**src/hdl/lgs_pkg.sv**
```systemverilog
// ----------------------------------------------------------------------------
// lgs_pkg
// Shared types and constants for the life generation step unit.
// ----------------------------------------------------------------------------
package lgs_pkg;

    // default grid side
    localparam int SIDE_DEF = 64;

    // operation codes of an input item
    typedef enum logic [1:0] {
        MODE_WRITE = 2'd0,
        MODE_READ  = 2'd1,
        MODE_CLEAR = 2'd2,
        MODE_STEP  = 2'd3
    } t_mode;

    // sequencer states
    typedef enum logic [1:0] {
        ST_IDLE,
        ST_SHIFT,
        ST_COPY,
        ST_HOLD
    } t_state;

    // input item
    typedef struct packed {
        t_mode      mode;
        logic [5:0] row;
        logic [5:0] col;
        logic       alive_in;
    } t_in;

    // result item
    typedef struct packed {
        logic        alive_out;
        logic [31:0] generation_count;
    } t_out;

    // controls broadcast to every cell of the chain
    typedef struct packed {
        logic shift;
        logic copy;
        logic clear;
    } t_cell_ctrl;

endpackage

```
**src/hdl/lgs_rule.sv**
```systemverilog
// ----------------------------------------------------------------------------
// lgs_rule
// Birth on 3, survive on 2 or 3, with neighbors off the grid edge masked.
// ----------------------------------------------------------------------------
module lgs_rule #(
    parameter int SIDE = lgs_pkg::SIDE_DEF
) (
    input  logic [7:0]              i_taps,
    input  logic [$clog2(SIDE)-1:0] i_row,
    input  logic [$clog2(SIDE)-1:0] i_col,
    input  logic                    i_alive,
    output logic                    o_alive
);

    localparam int CW = $clog2(SIDE);

    logic       w_up, w_dn, w_lf, w_rt;
    logic [7:0] w_mask;
    logic [3:0] w_cnt;

    // edge flags of the center cell
    assign w_up = (i_row != '0);
    assign w_dn = (i_row != CW'(SIDE - 1));
    assign w_lf = (i_col != '0);
    assign w_rt = (i_col != CW'(SIDE - 1));

    // tap order: upper row left to right, left, right, lower row
    assign w_mask = {w_up & w_lf, w_up, w_up & w_rt, w_lf, w_rt,
                     w_dn & w_lf, w_dn, w_dn & w_rt};

    // live neighbor count
    always_comb begin
        w_cnt = '0;
        for (int k = 0; k < 8; k++) begin
            w_cnt = w_cnt + 4'(i_taps[k] & w_mask[k]);
        end
    end

    assign o_alive = (w_cnt == 4'd3) || ((w_cnt == 4'd2) && i_alive);

endmodule

```
**config.mk**
```make
export PLATFORM = sky130hd
export DESIGN_NAME = lgs_rule
export DESIGN_NICKNAME = d
export VERILOG_FILES = /design/src/hdl/lgs_pkg.sv /design/src/hdl/lgs_rule.sv
export SDC_FILE = /design/constraint.sdc
export NUM_CORES = 1
export LEC_CHECK = 0
export BUFFER_PORTS_ARGS = -buffer_cell sky130_fd_sc_hd__buf_2
export CORE_AREA = 8 8 45 47
export DETAILED_ROUTE_END_ITERATION = 12
export DIE_AREA = 0 0 53 55
export PLACE_DENSITY = 0.5
export SYNTH_ARGS = -nofsm -noshare
export SYNTH_HDL_FRONTEND = slang
export SYNTH_SLANG_ARGS = --single-unit
```
**constraint.sdc**
```tcl
create_clock -name vclk -period 3.2
set_input_delay 0.16 -clock vclk [all_inputs]
set_output_delay 0.16 -clock vclk [all_outputs]
set_load 0.01 [all_outputs]
```
==> results.toml <==
[global_route]
grt_use_total_pct = 6.57
grt_pass1_vias = 437
grt_overflow = 0
grt_start_max_net_pins = 4
antenna_found_initial = 0
grt_pass1_wl_mm = 1.59

[layout]
nets = 100
final-seq-area_um2 = 0
drive_above_1_share_pct = 71.4
layout_commonest_cell = "buf_2"
areaGrowthSynthToFinish_pct = 122
num_antenna_cells = 0
clock_buffers = 0
layout_common_cells = "20 x buf_2, 14 x buf_4"
design.seq.count = 0

[floorplan]
pin_count = 22
core_mm2 = 0.00138
dieHeight_um = 55
rows = 14
chipWidth_um = 53
fp.dieArea_mm2 = 0.00292
start_util_pct = 19.3

[power]
ir_worst_vdd_mv = 0.0671
power.clock.fraction_pct = 0
p_per_area_mw_per_mm2 = 195
p_int_mw = 0.0608
comb_power_share_pct = 100.0
p_seq_share_pct = 0
netSwitchingPower_mw = 0.0543
leakagePower_nw = 0.288
p_sw_share_pct = 47.2

[timing]
max_slew_margin_pct = 86.9
fin_hold_ws_ns = 0.665
rsz0062_at_grt = "yes"
fin_ws_ns = -0.134
fin_crit_sh_pct = 104
finalHoldViolCount = 0
setup_viol = 1
slew_viol_final = 0
worst_pin_slew_ns = 0.195
finalCriticalPeriod_ns = 3.33
max_freq_mhz = 300

[setup_path]
crit_required_ns = 3.04
worstPathCellList = "buf_2 -> and4_1 -> nand3_1 -> nand3_2 -> fa_1 -> fa_1 -> inv_1 -> fa_1 -> ha_4 -> fa_2 -> o21ai_2 -> a21oi_2 -> buf_2"
end_kind = "primary output"
cp_top_family = "adder cells"
cp_slowest_cell = "fa_2"
path_buf_inv = 3
critical_path_arrival_ns = 3.17
crit_top_cell = "fa_1"
crit_path_max_fanout = 2
crit_type = "in2out"
worst_path_largest_cell_delay_ns = 0.52
crit_path_start_kind = "input port"

[logic_synthesis]
syn_nets = 61
synth_cells = 33
ys.warnings.count = 0
ys_seq_area_share_pct = 0
synth.avg_cell_area_um2 = 8.08
synth.distinct_cells = 13
syn_area_um2 = 267

[min_path]
min_path_cells = 4
worst_hold_path_type = "in2out"
worstHoldEndpoint = "o_alive"
hold_start = "i_alive"

[routing]
drt.antenna.violating_nets = 0
route.met3.wl_um = 14
viasPerCell = 4.34
drtIter0Drc = 3
drt-met1-wl_um = 301
drcViolationCount = 0
met2_wirelength_um = 593
topRoutingLayerUsed = "met3"
firstDrtPassIters = 2
num_vias = 373
wl_per_cell_um = 10.6
wl_um = 908

[status]
violations = "setup timing"
status = "complete, but fails checks"

[flow_run]
maxCapViolCount = 0

[placed_design]
gp_congestion = 0.751
hpwl_um = 736
buffer_ports.inserted = 22
dp_worst_setup_slack_ns = -0.307
==> layout make-up <==
| class | count | area, um2 |
|---|---|---|
| timing repair buffer | 37 | 239 |
| fill | 148 | 793 |
| inverter | 3 | 11.3 |
| tap | 16 | 20.0 |
| multi-input combinational | 30 | 320 |
==> per-layer routing <==
| metal | vias up | global-route usage [%] |
|---|---|---|
| li1 | 192 | - |
| met1 | 175 | 7.02 |
| met2 | 6 | 14.5 |
| met3 | 0 | 0 |
| met4 | 0 | 0 |
| met5 | - | 0 |
==> worst max-delay path by stage <==
stage               to  depth (start not counted)  slack, ns  startpoint
2_1_floorplan  o_alive                         11      0.002    i_col[4]
3_3_place_gp   o_alive                         13      -0.29    i_row[2]
3_5_place_dp   o_alive                         13      -0.31    i_row[2]
4_1_cts        o_alive                         13      -0.15    i_row[4]
5_1_grt        o_alive                         13      -0.28    i_row[3]
6_report       o_alive                         13      -0.13    i_row[5]
==> worst min-delay path, cell delays in order <==
cell     delay, ns
buf_2         0.09
o21ai_2       0.05
a21oi_2       0.08
buf_2         0.13
==> logic make-up (layout without fill, tap and decap cells) <==
family,after synthesis,in the layout,share of synthesized area (%)
and+or+nand+nor,20,20,46.0
adders and majority gates,7,7,44.1
AOI/OAI and AO/OA,3,3,5.63
buffers and inverters,3,40,4.23
==> synth_stat cells <==
cell | n | area (um2)
nor4_2 | 2 | 25.0
and4_2 | 1 | 10.0
nand2_1 | 3 | 11.3
and4_1 | 1 | 8.76
or2_0 | 1 | 6.26
nand3_1 | 7 | 35.0
nor2_1 | 2 | 7.51
a21oi_1 | 2 | 10.0
fa_1 | 4 | 80.1
and2_1 | 3 | 18.8
inv_1 | 3 | 11.3
o21ai_0 | 1 | 5.00
ha_1 | 3 | 37.5
==> repair_timing <==
action,CTS,global route
pin swaps,8,2
endpoints found under the setup margin,1,1
gates resized for setup,10,3
hold buffers,0,0
buffers inserted,11,0
==> through the flow <==
stage          setup TNS [ns]  util (%)  total power, mW  instance area [um2]  instances
2_1_floorplan               0         -           0.0600                  285         33
3_3_place_gp           -0.288      32.2           0.0902                  445         75
3_5_place_dp           -0.307      32.2           0.0929                  445         75
4_1_cts                -0.151      41.6            0.115                  576         86
5_1_grt                -0.282      42.7            0.136                  591         86
6_report               -0.134      42.7            0.115                  591         86
==> power by group through the flow <==
stage / combinational (mW) / clock [mW] / sequential, mW
floorplan: 0.0600 / 0 / 0
global placement: 0.0902 / 0 / 0
detailed placement: 0.0929 / 0 / 0
CTS: 0.115 / 0 / 0
global route: 0.136 / 0 / 0
finish: 0.115 / 0 / 0
Note: power is estimated with default switching activity, not from simulation.
